<file path="config.mk">
export PLATFORM = sky130hd
export DESIGN_NAME = wav_pcm16_stream_deframer_top
export DESIGN_NICKNAME = d
export VERILOG_FILES = /design/src/rtl/core/wpsd_pkg.sv /design/src/rtl/core/wav_pcm16_stream_deframer_top.sv
export SDC_FILE = /design/constraint.sdc
export NUM_CORES = 1
export LEC_CHECK = 0
export ABC_CLOCK_PERIOD_IN_PS = 7350
export CAP_MARGIN = 15
export CORE_UTILIZATION = 50
export DETAILED_ROUTE_END_ITERATION = 12
export DONT_BUFFER_PORTS = 1
export GPL_ROUTABILITY_DRIVEN = 0
export PLACE_DENSITY = 0.66
export SYNTH_ARGS = -nofsm -noshare
export SYNTH_HDL_FRONTEND = slang
export SYNTH_SLANG_ARGS = --single-unit
</file>
<file path="constraint.sdc">
create_clock -name clk -period 7.35 [get_ports clk]
set_input_delay 0.735 -clock clk [delete_from_list [all_inputs] [get_ports clk]]
set_output_delay 0.735 -clock clk [all_outputs]
set_load 0.03 [all_outputs]
</file>
<file path="src/rtl/core/wpsd_pkg.sv">
package wpsd_pkg;

	localparam int HEADER_BYTES = 44;

	typedef enum logic [1:0] {
		PH_HEADER = 2'd0,
		PH_DATA   = 2'd1,
		PH_DONE   = 2'd2
	} phase_t;

	localparam logic [1:0] KIND_STATUS = 2'd0;
	localparam logic [1:0] KIND_FRAME  = 2'd1;
	localparam logic [1:0] KIND_ENDED  = 2'd2;

	localparam logic [3:0] ST_OK       = 4'd0;
	localparam logic [3:0] ST_SHORT    = 4'd1;
	localparam logic [3:0] ST_NO_RIFF  = 4'd2;
	localparam logic [3:0] ST_NO_WAVE  = 4'd3;
	localparam logic [3:0] ST_FMT_SIZE = 4'd4;
	localparam logic [3:0] ST_NOT_PCM  = 4'd5;
	localparam logic [3:0] ST_RATE     = 4'd6;
	localparam logic [3:0] ST_BITS     = 4'd7;
	localparam logic [3:0] ST_CHANNELS = 4'd8;

	localparam logic [15:0] RATE_44K = 16'd44100;
	localparam logic [15:0] RATE_48K = 16'd48000;

	typedef struct packed {
		logic [1:0]         kind;
		logic [3:0]         status;
		logic               rate_is_48k;
		logic               mono_source;
		logic signed [15:0] left_sample;
		logic signed [15:0] right_sample;
		logic               last;
	} res_t;

	// Expected header byte at each checked position
	function automatic logic [7:0] want_byte(input logic [5:0] pos);
		logic [7:0] w;
		w = 8'h00;
		case (pos)
			6'd0:    w = 8'h52; // R
			6'd1:    w = 8'h49; // I
			6'd2:    w = 8'h46; // F
			6'd3:    w = 8'h46; // F
			6'd8:    w = 8'h57; // W
			6'd9:    w = 8'h41; // A
			6'd10:   w = 8'h56; // V
			6'd11:   w = 8'h45; // E
			6'd12:   w = 8'h66; // f
			6'd13:   w = 8'h6d; // m
			6'd14:   w = 8'h74; // t
			6'd15:   w = 8'h20; // space
			6'd16:   w = 8'h10;
			6'd20:   w = 8'h01;
			6'd34:   w = 8'h10;
			default: w = 8'h00;
		endcase
		return w;
	endfunction

	// Status raised when the byte at this position mismatches
	function automatic logic [3:0] fail_code(input logic [5:0] pos);
		logic [3:0] c;
		c = ST_OK;
		case (pos) inside
			[6'd0:6'd3]:   c = ST_NO_RIFF;
			[6'd8:6'd15]:  c = ST_NO_WAVE;
			[6'd16:6'd19]: c = ST_FMT_SIZE;
			[6'd20:6'd21]: c = ST_NOT_PCM;
			[6'd34:6'd35]: c = ST_BITS;
			default:       c = ST_OK;
		endcase
		return c;
	endfunction

endpackage

</file>
<file path="src/rtl/core/wav_pcm16_stream_deframer_top.sv">
// WAV PCM16 stream deframer.
// Byte channel (byte_valid/byte_ready): one byte of a WAV file per request,
// with first_byte marking the start of a file and end_of_file the last byte.
// The 44-byte header is checked and one status result (kind 0) is sent; after
// a good header, 16-bit little-endian samples are packed into stereo frames
// (kind 1), mono copied to both sides. A file that ends inside a frame gives
// a kind 2 result. The final result of a stream carries last.
// Result channel (res_valid/res_ready): one result per request.
// Results are registered (result register, or skid register while one waits).
// Throughput: one byte per clock while byte_ready is high; all parsing is a
// single pass of compares and small adds between state and result registers.
// Stall: a two-entry result buffer (result register plus skid register)
// keeps accepting bytes while one result waits; byte_ready drops only when
// both entries are full.
// Reset: the parser returns to header byte 0 and the result buffer empties.
// After a bad or finished stream, bytes are dropped until first_byte.
module wav_pcm16_stream_deframer_top (
	input  logic               clk,
	input  logic               arst_n,
	input  logic               byte_valid,
	output logic               byte_ready,
	input  logic [7:0]         data_byte,
	input  logic               first_byte,
	input  logic               end_of_file,
	output logic               res_valid,
	input  logic               res_ready,
	output logic [1:0]         kind,
	output logic [3:0]         status,
	output logic               rate_is_48k,
	output logic               mono_source,
	output logic signed [15:0] left_sample,
	output logic signed [15:0] right_sample,
	output logic               last
);
	import wpsd_pkg::*;

	logic [5:0]  pos_q;
	phase_t      phase_q;
	logic [3:0]  err_q;
	logic [15:0] ch_q;
	logic [15:0] rate_q;
	logic [31:0] data_q;
	logic [31:0] frames_q;
	logic [23:0] part_q;
	logic [1:0]  idx_q;

	logic [5:0]  pos_c,    pos_n;
	phase_t      phase_c,  phase_n;
	logic [3:0]  err_c,    err_n;
	logic [15:0] ch_c,     ch_n;
	logic [15:0] rate_c,   rate_n;
	logic [31:0] data_c,   data_n;
	logic [31:0] frames_c, frames_n;
	logic [23:0] part_c,   part_n;
	logic [1:0]  idx_c,    idx_n;

	res_t        res_c;
	logic        has_res;
	logic [3:0]  st_end;
	logic [31:0] full;
	logic [1:0]  last_idx;

	res_t        out_q, skid_q;
	logic        out_valid_q, skid_valid_q;
	logic        byte_fire, res_fire, push;

	assign byte_ready = !skid_valid_q;
	assign byte_fire  = byte_valid && byte_ready;
	assign res_fire   = out_valid_q && res_ready;
	assign push       = byte_fire && has_res;

	always_comb begin
		// first_byte restarts the parse from the reset state
		if (first_byte) begin
			pos_c    = '0;
			phase_c  = PH_HEADER;
			err_c    = ST_OK;
			ch_c     = '0;
			rate_c   = '0;
			data_c   = '0;
			frames_c = '0;
			part_c   = '0;
			idx_c    = '0;
		end else begin
			pos_c    = pos_q;
			phase_c  = phase_q;
			err_c    = err_q;
			ch_c     = ch_q;
			rate_c   = rate_q;
			data_c   = data_q;
			frames_c = frames_q;
			part_c   = part_q;
			idx_c    = idx_q;
		end

		pos_n    = pos_c;
		phase_n  = phase_c;
		err_n    = err_c;
		ch_n     = ch_c;
		rate_n   = rate_c;
		data_n   = data_c;
		frames_n = frames_c;
		part_n   = part_c;
		idx_n    = idx_c;

		has_res  = 1'b0;
		res_c    = '0;
		st_end   = ST_OK;
		full     = '0;
		last_idx = (ch_c == 16'd1) ? 2'd1 : 2'd3;

		case (phase_c)
			PH_HEADER: begin
				if (fail_code(pos_c) != ST_OK && data_byte != want_byte(pos_c)
						&& err_c == ST_OK)
					err_n = fail_code(pos_c);
				case (pos_c)
					6'd22: ch_n = {8'h00, data_byte};
					6'd23: ch_n = ch_c | {data_byte, 8'h00};
					6'd24: rate_n = {8'h00, data_byte};
					6'd25: begin
						rate_n = rate_c | {data_byte, 8'h00};
						if (rate_n != RATE_44K && rate_n != RATE_48K && err_n == ST_OK)
							err_n = ST_RATE;
					end
					6'd40: data_n = data_c | {24'h0, data_byte};
					6'd41: data_n = data_c | {16'h0, data_byte, 8'h0};
					6'd42: data_n = data_c | {8'h0, data_byte, 16'h0};
					6'd43: data_n = data_c | {data_byte, 24'h0};
					default: ;
				endcase
				pos_n = pos_c + 6'd1;

				if (pos_c == 6'(HEADER_BYTES - 1)) begin
					// channel check ranks last among the header checks
					st_end = err_n;
					if (st_end == ST_OK && ch_n != 16'd1 && ch_n != 16'd2)
						st_end = ST_CHANNELS;
					err_n = st_end;
					if (st_end == ST_OK)
						frames_n = (ch_n == 16'd1) ? (data_n >> 1) : (data_n >> 2);
					has_res      = 1'b1;
					res_c.kind   = KIND_STATUS;
					res_c.status = st_end;
					if (st_end != ST_OK || frames_n == '0 || end_of_file) begin
						phase_n    = PH_DONE;
						res_c.last = 1'b1;
					end else begin
						phase_n = PH_DATA;
					end
				end else if (end_of_file) begin
					err_n        = ST_SHORT;
					phase_n      = PH_DONE;
					has_res      = 1'b1;
					res_c.kind   = KIND_STATUS;
					res_c.status = ST_SHORT;
					res_c.last   = 1'b1;
				end
			end
			PH_DATA: begin
				full = {8'h00, part_c} | ({24'h0, data_byte} << {idx_c, 3'b000});
				if (idx_c >= last_idx) begin
					part_n = '0;
					idx_n  = '0;
					if (frames_c != '0)
						frames_n = frames_c - 32'd1;
					has_res            = 1'b1;
					res_c.kind         = KIND_FRAME;
					res_c.left_sample  = full[15:0];
					res_c.right_sample = (ch_c == 16'd1) ? full[15:0] : full[31:16];
					res_c.last         = (frames_n == '0) || end_of_file;
					if (res_c.last)
						phase_n = PH_DONE;
				end else if (end_of_file) begin
					// drop the partial frame
					part_n     = '0;
					idx_n      = '0;
					phase_n    = PH_DONE;
					has_res    = 1'b1;
					res_c.kind = KIND_ENDED;
					res_c.last = 1'b1;
				end else begin
					part_n = full[23:0];
					idx_n  = idx_c + 2'd1;
				end
			end
			default: ;
		endcase

		res_c.rate_is_48k = (rate_n == RATE_48K);
		res_c.mono_source = (ch_n == 16'd1);
	end

	always_ff @(posedge clk or negedge arst_n) begin
		if (!arst_n) begin
			pos_q    <= '0;
			phase_q  <= PH_HEADER;
			err_q    <= ST_OK;
			ch_q     <= '0;
			rate_q   <= '0;
			data_q   <= '0;
			frames_q <= '0;
			part_q   <= '0;
			idx_q    <= '0;
		end else if (byte_fire) begin
			pos_q    <= pos_n;
			phase_q  <= phase_n;
			err_q    <= err_n;
			ch_q     <= ch_n;
			rate_q   <= rate_n;
			data_q   <= data_n;
			frames_q <= frames_n;
			part_q   <= part_n;
			idx_q    <= idx_n;
		end
	end

	// Result register with a skid entry behind it
	always_ff @(posedge clk or negedge arst_n) begin
		if (!arst_n) begin
			out_valid_q  <= 1'b0;
			skid_valid_q <= 1'b0;
		end else if (skid_valid_q) begin
			if (res_fire)
				skid_valid_q <= 1'b0;
		end else if (out_valid_q && !res_fire) begin
			if (push)
				skid_valid_q <= 1'b1;
		end else begin
			out_valid_q <= push;
		end
	end

	always_ff @(posedge clk) begin
		if (skid_valid_q) begin
			if (res_fire)
				out_q <= skid_q;
		end else if (out_valid_q && !res_fire) begin
			if (push)
				skid_q <= res_c;
		end else if (push) begin
			out_q <= res_c;
		end
	end

	assign res_valid    = out_valid_q;
	assign kind         = out_q.kind;
	assign status       = out_q.status;
	assign rate_is_48k  = out_q.rate_is_48k;
	assign mono_source  = out_q.mono_source;
	assign left_sample  = out_q.left_sample;
	assign right_sample = out_q.right_sample;
	assign last         = out_q.last;

	a_skid_behind_out: assert property (@(posedge clk) disable iff (!arst_n)
		skid_valid_q |-> out_valid_q)
		else $error("skid entry held while result register empty");

	a_no_sample_outside_frame: assert property (@(posedge clk) disable iff (!arst_n)
		(res_valid && kind != KIND_FRAME) |-> (left_sample == 16'sd0 && right_sample == 16'sd0))
		else $error("sample data on a non-frame result");

	a_frame_status_ok: assert property (@(posedge clk) disable iff (!arst_n)
		(res_valid && kind == KIND_FRAME) |-> (status == ST_OK))
		else $error("frame result with nonzero status");

	a_mono_copies: assert property (@(posedge clk) disable iff (!arst_n)
		(res_valid && kind == KIND_FRAME && mono_source) |-> (left_sample == right_sample))
		else $error("mono frame with differing sides");

endmodule
</file>
* Word-level counts from Yosys, hierarchy flattened *
Memory sizes are Yosys's and may differ from the RTL's.
Cells that the tools add are included.

operators by class
  mux-type cells = 83
  reduce and logical (&&, ||, !) cells = 34
  magnitude comparators = 11
  shifts and indexed selects = 1
  add/sub/neg operators = 3
  equality and inequality tests = 20
  bitwise gates (word level) = 9

operator list
  kind                                                                    count
  32-bit 2-to-1 mux                                                       13
  41-bit 2-to-1 mux                                                       4
  32-bit case mux with 4 select lines                                     1
  16-bit 2-to-1 mux                                                       6
  24-bit 2-to-1 mux                                                       4
  32-bit logical NOT                                                      2
  4-bit 2-to-1 mux                                                        16
  16-bit case mux with 2 select lines                                     2
  32-bit case mux with 2 select lines                                     1
  16-bit by 1-bit equality test with 1-bit output, second input constant  3
  16-bit inequality test, second input constant                           2
  16-bit bitwise OR                                                       2
  24-bit by 32-bit bitwise OR with 32-bit output                          1
  32-bit by 16-bit bitwise OR with 32-bit output                          1
  32-bit by 24-bit bitwise OR with 32-bit output                          1
  32-bit bitwise OR                                                       1
  32-bit by 8-bit bitwise OR with 32-bit output                           1
  32-bit nonzero test                                                     1
  8-bit by 5-bit left shift with 32-bit output                            1
  32-bit by 1-bit subtractor with 32-bit output, second input constant    1
  31-bit 2-to-1 mux                                                       1
  2-bit 2-to-1 mux                                                        13
  6-bit by 5-bit equality test with 1-bit output, second input constant   4
  6-bit equality test, second input constant                              4
  34 further kinds                                                        75

word-level totals
  memories = 1
  ROM bits = 448
  bits of input ports = 14
  flip-flop bits (word level) = 218
  word-level logic and storage cells = 187
  output and inout port bits = 43

memory list
  memory           depth  bits a word  read ports  clocked after memory_dff  write ports  RTL line        RTL
  (no name shown)  64     7            1           0                         0            wpsd_pkg.sv:42  case (pos)

* Depth between registers and ports, before layout *
Gate-level depths: netlist (run 1).

  word-level depth = 38
  mapped depth = 19
  depth with buffers taken out = 12

* Worst setup path before layout (run 1) *
OpenSTA, ideal clock, no wires.

  kind = in2reg
  start point = in first_byte
  end point = reg out_q (netlist bit kind[0]), enable pin
  buffers on the path = 7
  arrival time = 5.314 ns
  cell stages on the path = 14
  path slack = 1.583 ns
  required time = 6.897 ns
  cell sequence = buf_2 buf_2 buf_1 buf_1 clkbuf_1 nor2_1 clkbuf_1 ha_1 a21o_1 clkbuf_1 nand2_1 o21ai_0 o21ai_0 a21oi_1

on the way
  longest elaborated chain between the ends = 9
  elaborated cells between the ends (all ways) = 16
  those cells by class = order compare (1); eq/ne (3); mux (8); reduce/logical (4)

RTL lines
  item                                             RTL line                              RTL
  start, declared                                  wav_pcm16_stream_deframer_top.sv:23   input logic first_byte,
  16-bit 2-to-1 mux                                wav_pcm16_stream_deframer_top.sv:74   if (first_byte) begin
  16-bit by 1-bit equality test with 1-bit output  wav_pcm16_stream_deframer_top.sv:110  last_idx = (ch_c == 16'd1) ? 2'd1 : 2'd3;
  2-bit 2-to-1 mux                                 wav_pcm16_stream_deframer_top.sv:110
  2-bit greater-or-equal comparator                wav_pcm16_stream_deframer_top.sv:162  if (idx_c >= last_idx) begin
  1-bit 2-to-1 mux                                 wav_pcm16_stream_deframer_top.sv:162
  1-bit case mux with 2 select lines *             wav_pcm16_stream_deframer_top.sv:112  case (phase_c)
  1-bit logical AND *                              wav_pcm16_stream_deframer_top.sv:70   assign push = byte_fire && has_res;
  2-bit nonzero test (no line) *                   n/a
  3-bit AND reduction (no line) *                  n/a
  end signal, assigned                             wav_pcm16_stream_deframer_top.sv:237  out_q <= skid_q;
  end signal, assigned                             wav_pcm16_stream_deframer_top.sv:242  out_q <= res_c;
  end, declared                                    wav_pcm16_stream_deframer_top.sv:63   res_t out_q, skid_q;

Every way passes the cells marked *; elsewhere a longest branch is shown, timed or not.
A chain may end at the register's enable or synchronous reset.

* Worst setup path in the final report (run 1) *
  start point = reg ch_q[6]
  end point = reg out_q (netlist bit last), data pin

on the way
  longest elaborated chain between the ends = 23
  elaborated cells between the ends (all ways) = 31
  those cells by class = order compare (1); eq/ne (4); mux (18); bitwise (1); reduce/logical (7)

RTL lines
  item                                               RTL line                              RTL
  start, declared                                    wav_pcm16_stream_deframer_top.sv:40   logic [15:0] ch_q;
  start signal, assigned                             wav_pcm16_stream_deframer_top.sv:209  ch_q <= ch_n;
  16-bit 2-to-1 mux *                                wav_pcm16_stream_deframer_top.sv:74
  16-bit bitwise OR                                  wav_pcm16_stream_deframer_top.sv:119  6'd23: ch_n = ch_c | {data_byte, 8'h00};
  16-bit case mux with 2 select lines                wav_pcm16_stream_deframer_top.sv:117  case (pos_c)
  16-bit 2-to-1 mux                                  wav_pcm16_stream_deframer_top.sv:112
  16-bit by 1-bit inequality test with 1-bit output  wav_pcm16_stream_deframer_top.sv:137  if (st_end == ST_OK && ch_n != 16'd1 && ch_n != 16'd2)
  1-bit logical AND (2 in series)                    wav_pcm16_stream_deframer_top.sv:137
  4-bit 2-to-1 mux                                   wav_pcm16_stream_deframer_top.sv:137
  4-bit 2-to-1 mux                                   wav_pcm16_stream_deframer_top.sv:134  if (pos_c == 6'(HEADER_BYTES - 1)) begin
  (+5 left out)                                      n/a
  32-bit logical NOT                                 wav_pcm16_stream_deframer_top.sv:145  if (st_end != ST_OK || frames_n == '0 || end_of_file) begin
  1-bit logical OR (2 in series)                     wav_pcm16_stream_deframer_top.sv:145
  1-bit 2-to-1 mux                                   wav_pcm16_stream_deframer_top.sv:145
  1-bit 2-to-1 mux                                   wav_pcm16_stream_deframer_top.sv:134
  1-bit case mux with 2 select lines *               wav_pcm16_stream_deframer_top.sv:112
  41-bit 2-to-1 mux *                                wav_pcm16_stream_deframer_top.sv:241  end else if (push) begin
  41-bit 2-to-1 mux *                                wav_pcm16_stream_deframer_top.sv:238  end else if (out_valid_q && !res_fire) begin
  41-bit 2-to-1 mux *                                wav_pcm16_stream_deframer_top.sv:235  if (skid_valid_q) begin

Every way passes the cells marked *; elsewhere a longest branch is shown, timed or not. The select of a mux whose other input is x is not followed.

==> metrics.md, run 1 <==
| Metric | Value |
|---|---|
| Diode count | `0` |
| Via count | `11,432` |
| Final #Nets | `1,333` |
| Most common cell after layout, fill and taps aside | `nor2_1` |
| Yosys cell types | `83` |
| Worst-Skew Late Latency | `0.53 ns` |
| F_max | `0.243 GHz` |
| Pin count of the biggest net entering global routing | `136` |
| Global-route usage over all layers | `29.3%` |
| Mean Syn Cell Area | `9.09 µm²` |
| Clock sinks | `217` |
| Actual slew at the worst max-slew pin | `1.16 ns` |
| Area share of the largest cell type after synthesis | `26.5%` |
| Fin Hold WS | `0.182 ns` |
| Mapped Area | `12,700 µm²` |
| Final-report hold violation count | `0` |
| Global-route wire length before repair | `60,600 µm` |
| Worst R2R Path Depth | `13` |
| DRC Markers | `0` |
| Post-CTS Setup Inserts | `0` |
| Boundary Pins | `57` |
| Fin Clk Skew | `0.0153 ns` |
| Crit-path slowest cell | `or4_4` |
| Worst endpoint data arrival time | `4.49 ns` |
| Cell Area, Placed | `12,800 µm²` |
| Number of global-route vias before repair | `10,738` |
| CTS tree | `yes` |
| DIE WIDTH | `162 µm` |
| Final worst path period need | `4.12 ns` |
| Post-synth EDFFs | `82` |
| Post-route cell area | `13,700 µm²` |
| HP Class | `primary input to async pin` |
| FILL cells | `2,288` |
| Critical path type | `flip-flop to flip-flop` |
| Final core occ | `54.4%` |
| Starting Density | `50.7%` |
| Seq/Total Area, Yosys | `45.9%` |
| Worst slew margin | `22.8%` |
| Share of flip-flops with an asynchronous set or reset | `62.2%` |
| Initial antenna violation count | `0` |
| Final TNS setup | `0 ns` |
| # rows | `58` |
| Final worst-path cycle share | `56.0%` |
| Area contributors post-synth | `dfrtp_1 (27%), edfxtp_1 (19%), a22o_1 (5.0%)` |
| Synth area leader | `dfrtp_1` |
| Yosys warns | `0` |
| Most frequent cells in the layout | `nor2_1 (144), dfrtp_1 (135), nand2_1 (134)` |
| Max_cap viols | `0` |
| Pwr Total | `3600 µW` |
| Routed WL | `38,100 µm` |
| H-tree levels | `1` |
| Port Buf Inserts | `0` |
| Antenna Nets Post-Route | `0` |
| Power per cell area | `263 nW/µm²` |
| CTS Buffer Depth | `3` |
| P_leak | `0.00514 µW` |
| Area growth syn-to-layout | `7.41%` |
| Detailed-router iteration count before antenna repair | `6` |
| Post-CTS Resized | `0` |
| Avg Vias per Cell | `6.87` |
| Startpoint types | `flip-flop` |
| Clock transition at the registers of the reported paths | `0.06 ns` |
| DP Wirelength | `24,200 µm` |
| Syn Inst Count | `1,400` |
| Max VDD drop | `0.184 mV` |
| Cell chain of the critical path | `nor4_1, nand4_1, nor2_1, buf_4, ha_1, a21o_1, o21ai_0, a21oi_1, nand3b_1, nor4_1, nand4_1, or4_4, a31oi_1` |
| Gr ovfl total | `0` |
| Root Driver | `clkbuf_16` |
| Ys flop type | `dfrtp_1` |
| Die Span Y | `162 µm` |
| Post-synth net total | `1,416` |
| Wire per inst | `22.9 µm` |
| Die area | `26,100 µm²` |
| Final-report setup violation count | `0` |
| DRT iter0 DRCs | `1,378` |
| CP endpoint kind | `flip-flop` |
| CP Max Fanout | `17` |
| Yosys reg bits | `217` |
| Status | `complete, no violations` |
| CTS buffer count | `25` |
| Slew Limit Fails | `0` |
| RSZ-0062 raised after global routing | `no` |
| Slowest stage delay, CP | `0.57 ns` |
| Hold buffers post-CTS | `1` |
| Crit path required time | `7.73 ns` |
| Share of layout cells above drive strength 1 | `8.39%` |
| Core area | `25,100 µm²` |
final timing paths:
kind / from / to / slack (ns)
min in group clk: res_ready / skid_valid_q$_DFF_PN0_ / 0.30
min reg2reg: part_q[3]$_DFFE_PN0P_ / part_q[3]$_DFFE_PN0P_ / 0.49
max reg2reg: ch_q[6]$_DFFE_PN0P_ / last$_DFFE_PP_ / 3.23
max: ch_q[6]$_DFFE_PN0P_ / last$_DFFE_PP_ / 3.23
min: arst_n / data_q[5]$_DFFE_PN0P_ / 0.18
max in group asynchronous: arst_n / rate_q[12]$_DFFE_PN0P_ / 6.62
logic make-up after synthesis:
group                    Yosys count  synth area share (%)
AND/OR/NAND/NOR                  496                  19.2
buffers and inverters            157                  4.94
adder cells (fa/ha/maj)            3                 0.275
flip-flops                       217                  45.9
XOR/XNOR                          11                 0.757
AO/OA/AOI/OAI                    484                  26.1
multiplexers                      32                  2.81
flip-flops by register name, indices dropped and copies added, names as in the netlist:
name / flops
right_sample: 16
phase_q: 2
skid_valid_q: 1
rate_is_48k: 1
skid_q: 41
mono_source: 1
pos_q: 6
rate_q: 16
err_q: 4
part_q: 24
ch_q: 16
status: 4
last: 1
data_q: 31
kind: 2
left_sample: 16
idx_q: 2
res_valid: 1
frames_q: 32
synthesized netlist by cell type (19+ instances only):
library cell / n
a211oi_1: 27
a21oi_1: 77
a22o_1: 73
a22oi_1: 45
a31oi_1: 28
buf_1: 19
clkbuf_1: 96
dfrtp_1: 135
edfxtp_1: 82
inv_1: 26
mux2_2: 26
nand2_1: 134
nand3_1: 21
nor2_1: 146
nor3_1: 57
nor4_1: 27
o21ai_0: 101
o31ai_1: 23
stage by stage:
stage	cells	setup slack, ns
finish	1665	3.23
global route	1665	2.97
CTS	1663	3.34
detailed placement	1617	3.04
global placement	1617	3.13
floorplan	1400	1.58
report_power, final:
part / internal, µW / leakage, µW / total [µW] / switching (µW)
clock: 804 / 0.000415 / 1310 / 505
sequential: 1370 / 0.00260 / 1580 / 211
combinational: 248 / 0.00213 / 703 / 455
final cells by class:
type | instances | area (µm²) | share of cell area (%)
Clock buffer | 32 | 693 | 5.07
Clock inverter | 13 | 170 | 1.24
Inverter | 26 | 97.6 | 0.714
Multi-Input combinational cell | 1026 | 6280 | 45.9
Sequential cell | 217 | 5840 | 42.7
Tap cell | 330 | 413 | 3.02
Timing Repair Buffer | 21 | 175 | 1.28
layer usage:
| metal | up-vias | track usage, % | wire (µm) |
|---|---|---|---|
| met5 | - | 0 | 0 |
| met4 | 0 | 10.9 | 1390 |
| met3 | 112 | 6.99 | 3930 |
| met2 | 636 | 42.5 | 16300 |
| met1 | 5530 | 42.3 | 16500 |
| li1 | 5154 | - | - |
critical path, delay by kind of cell (launching register included):
| family | cells | cell delay (ns) |
|---|---|---|
| DFF | 1 | 0.37 |
| and+or+nand+nor | 7 | 2.19 |
| adders and majority gates | 1 | 0.19 |
| AOI/OAI and AO/OA | 4 | 0.94 |
| buffers and inverters | 1 | 0.26 |
Note: power is estimated with default switching activity, not from simulation.
==> run 2, diff against run 1 <==
--- a/config.mk
+++ b/config.mk
@@ -5,13 +5,13 @@
 export SDC_FILE = /design/constraint.sdc
 export NUM_CORES = 1
 export LEC_CHECK = 0
-export ABC_CLOCK_PERIOD_IN_PS = 7350
+export ABC_CLOCK_PERIOD_IN_PS = 3750
 export CAP_MARGIN = 15
 export CORE_UTILIZATION = 50
 export DETAILED_ROUTE_END_ITERATION = 12
 export DONT_BUFFER_PORTS = 1
 export GPL_ROUTABILITY_DRIVEN = 0
-export PLACE_DENSITY = 0.66
+export PLACE_DENSITY = 0.69
 export SYNTH_ARGS = -nofsm -noshare
 export SYNTH_HDL_FRONTEND = slang
 export SYNTH_SLANG_ARGS = --single-unit
==> constraint.sdc (replaced) <==
create_clock -name clk -period 3.75 [get_ports clk]
set_input_delay 0.375 -clock clk [delete_from_list [all_inputs] [get_ports clk]]
set_output_delay 0.375 -clock clk [all_outputs]
set_load 0.03 [all_outputs]
==> run 2 against run 1 <==
Against the previous run:
- the run now ends with negative hold slack left
- highest routed layer unchanged
- critical endpoint unchanged
- final cell count rose by 2.7%
- flip-flop and latch count unchanged
- register-to-register slack got worse by 3.1 ns
- largest cell class unchanged
==> metrics.md, run 2 (synthesis gave the netlist of run 1 again) <==
| Metric | Value |
|---|---|
| Max reg flops | `41 (unchanged)` |
| Via count | `11,805 (+3.3%)` |
| Final TNS setup | `0 ns (unchanged)` |
| Number of global-route vias before repair | `10,840 (+0.95%)` |
| Core area | `25,100 µm² (unchanged)` |
| Global-route usage over all layers | `30.7% (+1.4 points)` |
| WHS Path Cells | `2` |
| Routed WL | `40,900 µm (+7.4%)` |
| Startpoint types | `flip-flop` |
| Share of layout cells above drive strength 1 | `11.0% (+2.6 points)` |
| CTS Buffer Depth | `3 (unchanged)` |
| Final worst path period need | `3.58 ns (-0.531 ns)` |
| Actual slew at the worst max-slew pin | `1.13 ns (-0.0261 ns)` |
| Post-CTS Setup Inserts | `0 (unchanged)` |
| Port Buf Inserts | `0 (unchanged)` |
| F_max | `0.279 GHz (+15%)` |
| P_leak | `0.00536 µW (+4.2%)` |
| Area growth syn-to-layout | `10.4%` |
| Worst-Skew Late Latency | `0.56 ns (+0.03 ns)` |
| Setup ws final | `0.166 ns (-3.07 ns)` |
| Detailed-router iteration count before antenna repair | `7 (+1)` |
| Wire per inst | `23.9 µm (+4.6%)` |
| Final worst-path cycle share | `95.6% (+40 points)` |
| Most frequent cells in the layout | `nor2_1 (143), dfrtp_1 (135), nand2_1 (133)` |
| Antenna Nets Post-Route | `0 (unchanged)` |
| Max_cap viols | `0 (unchanged)` |
| DRT iter0 DRCs | `1,612 (+17%)` |
| Clock sinks | `217 (unchanged)` |
| Critical path type | `flip-flop to flip-flop` |
| Fin Clk Skew | `0.0236 ns (+0.00836 ns)` |
| DP Wirelength | `24,800 µm (+2.3%)` |
| CTS buffer count | `26 (+4.0%)` |
| Pin count of the biggest net entering global routing | `136 (unchanged)` |
| Crit path required time | `4.15 ns (-3.58 ns)` |
| Final-report hold violation count | `1 (+1)` |
| Avg Vias per Cell | `6.90 (+0.55%)` |
| Worst slew margin | `24.5% (+1.7 points)` |
| Global-route wire length before repair | `63,000 µm (+3.9%)` |
| Final #Nets | `1,377 (+3.3%)` |
| CP Max Fanout | `8 (-9)` |
| HP Class | `primary input to flip-flop` |
| Final core occ | `55.9% (+1.5 points)` |
| Top Registers | `skid_q x41, frames_q x32, data_q x31` |
| RSZ-0062 raised after global routing | `no` |
| Pre-CTS setup slack | `0.243 ns (-2.80 ns)` |
| Final-report setup violation count | `0 (unchanged)` |
| Gr ovfl total | `0 (unchanged)` |
| Starting Density | `50.7% (unchanged)` |
| Most common cell after layout, fill and taps aside | `nor2_1` |
| Die Span Y | `162 µm (unchanged)` |
| H-tree levels | `1 (unchanged)` |
| Power per cell area | `506 nW/µm² (+93%)` |
| Failing checks | `negative hold slack` |
| Die area | `26,100 µm² (unchanged)` |
| # rows | `58 (unchanged)` |
| Boundary Pins | `57 (unchanged)` |
| CP endpoint kind | `flip-flop` |
| Status | `finished, violations left` |
| Worst endpoint data arrival time | `3.99 ns (-0.50 ns)` |
| Max VDD drop | `0.310 mV (+69%)` |
| DIE WIDTH | `162 µm (unchanged)` |
| Slew Limit Fails | `0 (unchanged)` |
| Largest register by flop count | `skid_q` |
| Root Driver | `clkbuf_16` |
| Placed cell count | `1,649 (+2.0%)` |
| FILL cells | `2,254 (-1.5%)` |
| Initial antenna violation count | `0 (unchanged)` |
| Worst R2R Path Depth | `12 (-1)` |
| Diode count | `0 (unchanged)` |
| DRC Markers | `0 (unchanged)` |
| CTS tree | `yes` |
| Setup slack, reg-to-reg | `0.17 ns (-3.07 ns)` |
| Finished Layout Cells | `1,710 (+2.7%)` |
| Clock transition at the registers of the reported paths | `0.06 ns (about the same)` |
| Fin Hold WS | `-0.000197 ns (-0.183 ns)` |
run 2: final timing paths:
kind | startpoint | end
setup / recovery | frames_q[1]$_DFFE_PN0P_ | last$_DFFE_PP_
hold / removal | data_byte[7] | data_q[15]$_DFFE_PN0P_
setup reg to reg | frames_q[1]$_DFFE_PN0P_ | last$_DFFE_PP_
hold reg to reg | part_q[7]$_DFFE_PN0P_ | part_q[7]$_DFFE_PN0P_
max in group asynchronous | arst_n | frames_q[28]$_DFFE_PN0P_
min in group asynchronous | arst_n | pos_q[0]$_DFFE_PN0P_
run 2: worst max-delay path, stage by stage (launching register included):
cell and delay (ns):
dfrtp_1 0.48, nand2_1 0.16, ha_2 0.33, inv_2 0.14, nor2_1 0.17, buf_4 0.16, a41oi_1 0.08, a211oi_1 0.49
a41oi_1 0.20, nor4_1 0.35, nand4_1 0.16, or4_4 0.55, a31oi_1 0.17
run 2: routing by layer:
metal	global-route usage, %	vias up	part of all wire, %
li1	-	5225	-
met1	45.1	5745	42
met2	44.1	698	43
met3	6.19	137	11
met4	12.7	0	3.7
met5	0	-	0
run 2: per-stage QoR:
stage	instance area (µm²)	power [µW]	hold WS, ns
floorplan	12800	4150	0.0794
global placement	13000	4520	0.0899
detailed placement	13000	4550	0.0897
CTS	14000	7080	0.00455
global route	14000	7360	0.00618
finish	14000	7110	-0.000197
run 2: layout make-up:
cell class | count | area (µm²) | area share [%]
clock inverters | 15 | 138 | 0.980
inverters | 26 | 97.6 | 0.695
multi-input cells | 1027 | 6300 | 44.9
flip-flops and latches | 217 | 5840 | 41.6
repair buffers | 63 | 561 | 3.99
clock buffers | 32 | 693 | 4.94
well taps | 330 | 413 | 2.94
run 2: power breakdown:
group	total, µW	internal (µW)	switching [µW]	leakage, µW
registers	3040	2690	342	0.00260
logic	1600	558	1040	0.00235
clock network	2480	1450	1030	0.000415
total	7110	4700	2410	0.00536
run 2: timing repair:
item                       in CTS  in global routing
hold endpoints to repair      208                  0
resized for setup               0                  2
hold buffers                   13                  0
setup endpoints to repair       0                 16
==> run 3, diff against run 2 <==
--- a/config.mk
+++ b/config.mk
@@ -5,13 +5,15 @@
 export SDC_FILE = /design/constraint.sdc
 export NUM_CORES = 1
 export LEC_CHECK = 0
+export ABC_AREA = 1
 export ABC_CLOCK_PERIOD_IN_PS = 3750
 export CAP_MARGIN = 15
-export CORE_UTILIZATION = 50
+export CORE_ASPECT_RATIO = 1.2
+export CORE_UTILIZATION = 59
 export DETAILED_ROUTE_END_ITERATION = 12
 export DONT_BUFFER_PORTS = 1
 export GPL_ROUTABILITY_DRIVEN = 0
-export PLACE_DENSITY = 0.69
+export PLACE_DENSITY = 0.79
 export SYNTH_ARGS = -nofsm -noshare
 export SYNTH_HDL_FRONTEND = slang
 export SYNTH_SLANG_ARGS = --single-unit
==> run 3 against run 2 <==
Against the previous run:
- fmax is 1.6% higher
- the run now ends clean
- synthesized cell count increased by 33%
- clock-buffer cell count did not move
- via count up 13%
- sequential share of layout area shrank 2.4 points
- clock skew fell by 0.0038 ns
- routed wire length fell by 2.5%
- total power is 34% higher
- worst setup slack gained 0.057 ns
- largest power group unchanged
==> metrics.md, run 3 <==
| Metric | Value |
|---|---|
| Status | `complete, no violations` |
| Clk pwr share | `27.3% (-7.6 points)` |
| Avg Vias per Cell | `6.20 (-10%)` |
| Final-report setup violation count | `0 (unchanged)` |
| CTS Buffer Depth | `3 (unchanged)` |
| Mux cell area share after synthesis | `0% (-2.8 points)` |
| Gr ovfl total | `0 (unchanged)` |
| P_sw | `3810 µW (+58%)` |
| Die area | `23,600 µm² (-9.6%)` |
| Global-route usage over all layers | `34.3% (+3.5 points)` |
| Startpoint types | `flip-flop` |
| Power per cell area | `637 nW/µm² (+26%)` |
| Crit path required time | `3.96 ns (-0.19 ns)` |
| Cell chain of the critical path | `nand2_1, nor2_1, inv_1, nor3_4, nand2_1, buf_4, clkinv_1, a211oi_1, nor3_1, a21oi_1, nor2_4, buf_12` |
| CTS buffer count | `24 (-7.7%)` |
| Mean Syn Cell Area | `7.29 µm² (-20%)` |
| Ys flop type | `dfrtp_1` |
| Crit path buf inv count | `4 (+2)` |
| Yosys cell types | `54 (-35%)` |
| Actual slew at the worst max-slew pin | `0.765 ns (-0.364 ns)` |
| Wl on met1 | `15,000 µm (-13%)` |
| Most frequent cells in the layout | `nand2_1 (436), nor2_1 (219), inv_1 (205)` |
| Final-report hold violation count | `0 (-1)` |
| Main combinational cell family by area after synthesis | `simple AND/OR/NAND/NOR gates` |
| CP endpoint kind | `flip-flop` |
| Area contributors post-synth | `dfrtp_1 (25%), edfxtp_1 (18%), nand2_1 (12%)` |
| Length of routed met3 wiring | `3210 µm (-30%)` |
| Detailed-router iteration count before antenna repair | `8 (+1)` |
| Fin Clk Skew | `0.0198 ns (-0.00378 ns)` |
| Routed WL | `39,900 µm (-2.5%)` |
| Fin Hold WS | `0.0578 ns (+0.0580 ns)` |
| Critical path type | `flip-flop to flip-flop` |
| Port Buf Inserts | `0 (unchanged)` |
| Max_cap viols | `0 (unchanged)` |
| Comb pwr share | `35.4% (+13 points)` |
| Post-synth EDFFs | `82 (unchanged)` |
| Yosys reg bits | `217 (unchanged)` |
| Crit-path slowest cell | `dfrtp_1` |
| Global-route wire length before repair | `64,300 µm (+2.1%)` |
| Share of layout cells above drive strength 1 | `7.98% (-3.0 points)` |
| Mapped Area | `13,600 µm² (+6.5%)` |
| Die Span Y | `168 µm (+4.0%)` |
| Synth area leader | `dfrtp_1` |
| Commonest cells post-synth | `nand2_1 (436), nor2_1 (226), inv_1 (206), o21ai_0 (187), dfrtp_1 (135)` |
| Share of flip-flops with an asynchronous set or reset | `62.2% (unchanged)` |
| Flop pwr share | `37.3% (-5.4 points)` |
| Cell Area, Placed | `13,900 µm² (+6.8%)` |
| Worst R2R Path Depth | `12 (unchanged)` |
| Seq/Total Area, Yosys | `43.1% (-2.8 points)` |
| HP Class | `primary input to flip-flop` |
| Adder-Cell Fraction of Synth Area | `0.185% (-0.091 points)` |
| P_leak | `0.00649 µW (+21%)` |
| Slowest stage delay, CP | `0.48 ns (-0.07 ns)` |
| Worst-Skew Late Latency | `0.53 ns (-0.03 ns)` |
| Most common cell after layout, fill and taps aside | `nand2_1` |
| DRC Markers | `0 (unchanged)` |
| Most frequent cell after synthesis | `nand2_1` |
| Boundary Pins | `57 (unchanged)` |
| Antenna Nets Post-Route | `0 (unchanged)` |
| CP Max Fanout | `36 (+28)` |
| Top Registers | `skid_q x41, frames_q x32, data_q x31` |
| DP Wirelength | `28,000 µm (+13%)` |
| Hold path startpoint | `data_byte[2]` |
| Max VDD drop | `0.509 mV (+64%)` |
| Area share of the largest cell type after synthesis | `24.9% (-1.6 points)` |
| Final worst path period need | `3.53 ns (-0.0568 ns)` |
| Via count | `13,298 (+13%)` |
| H-tree levels | `1 (unchanged)` |
| CP dominant cell by count | `nand2_1` |
| Wire per inst | `18.6 µm (-22%)` |
| DRT iter0 DRCs | `1,202 (-25%)` |
| CTS tree | `yes` |
| Max reg flops | `41 (unchanged)` |
| Post-synth net total | `1,875 (+32%)` |
| Starting Density | `60.4% (+9.7 points)` |
| Final #Nets | `1,865 (+35%)` |
| Root Driver | `clkbuf_16` |
| F_max | `0.283 GHz (+1.6%)` |
| Post-route cell area | `14,900 µm² (+6.1%)` |
| # rows | `60 (+3.4%)` |
| Core area | `22,400 µm² (-11%)` |
| Final core occ | `66.4% (+10 points)` |
| Switching part of the total | `40.1% (+6.2 points)` |
| RR Endpoint | `left_sample[6]$_DFFE_PP_` |
| Internal | `5690 µW (+21%)` |
| Worst setup startpoint | `pos_q[3]$_DFFE_PN0P_` |
| Setup ws final | `0.222 ns (+0.0568 ns)` |
| Largest register by flop count | `skid_q` |
| Area growth syn-to-layout | `9.97%` |
| Setup slack, reg-to-reg | `0.22 ns (+0.06 ns)` |
| Hold-critical path endpoint | `ch_q[2]$_DFFE_PN0P_` |
| Clock sinks | `217 (unchanged)` |
| Pin count of the biggest net entering global routing | `136 (unchanged)` |
| Initial antenna violation count | `0 (unchanged)` |
| Final worst-path cycle share | `94.1% (-1.5 points)` |
| Yosys warns | `0 (unchanged)` |
| Diode count | `0 (unchanged)` |
| DR WL met2 | `18,900 µm (+7.4%)` |
| Worst slew margin | `49.0% (+24 points)` |
| Post-Synth Simple-Gate Area | `26.6% (+7.3 points)` |
| Syn Inst Count | `1,859 (+33%)` |
| XOR/XNOR share of the synthesized area | `1.36% (+0.60 points)` |
| Reg2reg start | `pos_q[3]$_DFFE_PN0P_` |
| Slew Limit Fails | `0 (unchanged)` |
| CP top delay family | `simple AND/OR/NAND/NOR gates` |
| WHS Path Cells | `2 (unchanged)` |
| Number of global-route vias before repair | `12,660 (+17%)` |
| DIE WIDTH | `140 µm (-13%)` |
| RSZ-0062 raised after global routing | `yes` |
| Pre-CTS setup slack | `0.238 ns (-0.00479 ns)` |
| Clock transition at the registers of the reported paths | `0.06 ns (about the same)` |
| Synth Area in Compound Gates | `19.3% (-6.8 points)` |
| Top layer in use | `met4` |
| Worst endpoint data arrival time | `3.74 ns (-0.25 ns)` |
-- run 3: logic make-up (layout without fill, tap and decap cells) --
| family | after synthesis | in the layout |
|---|---|---|
| XOR/XNOR | 21 | 21 |
| adder cells (fa/ha/maj) | 2 | 2 |
| flip-flops | 217 | 217 |
| buffers and inverters | 313 | 321 |
| AND/OR/NAND/NOR | 850 | 850 |
| AO/OA/AOI/OAI | 456 | 456 |
-- run 3: what timing repair did --
action                                 CTS  global route
endpoints found under the hold margin  136             0
hold buffers                             3             0
setup endpoints to repair                0            50
resized for setup                        0             7
setup buffers                            0             4
-- run 3: area by class of cell --
cell class	instances	area, µm²
inverters	219	828
clock inverters	12	191
repair buffers	58	510
multi-input cells	1329	6500
fillers	1872	7540
flip-flops and latches	217	5840
well taps	279	349
clock buffers	32	682
-- run 3: routing by layer --
metal,up-vias,global-route usage [%]
li1,6244,-
met1,6173,41.1
met2,691,57.9
met3,190,4.15
met4,0,23.2
met5,-,0
-- run 3: how the worst max path moves through the flow --
stage               slack, ns                   endpoint  cells after the start
floorplan                0.01          kind[0]$_DFFE_PP_                     15
global route           -0.007             last$_DFFE_PP_                     22
detailed placement       0.24  left_sample[10]$_DFFE_PP_                     13
global placement         0.28  left_sample[10]$_DFFE_PP_                     13
finish                   0.22   left_sample[6]$_DFFE_PP_                     12
CTS                      0.18   left_sample[6]$_DFFE_PP_                     12
-- run 3: per-stage QoR --
step | std cells | power, µW | TNS (ns)
after floorplan | 1859 | 5920 | 0
after global placement | 2095 | 6740 | 0
after detailed placement | 2095 | 6810 | 0
after CTS | 2142 | 9440 | 0
after global routing | 2146 | 10000 | -0.0107
final | 2146 | 9500 | 0
-- run 3: power groups by stage --
| stage | Sequential [µW] | Combinational [µW] | Clock (µW) |
|---|---|---|---|
| floorplan | 3510 | 2410 | 0 |
| global placement | 3560 | 3180 | 0 |
| detailed placement | 3580 | 3230 | 0 |
| CTS | 3540 | 3290 | 2610 |
| global route | 3610 | 3720 | 2690 |
| finish | 3540 | 3370 | 2600 |
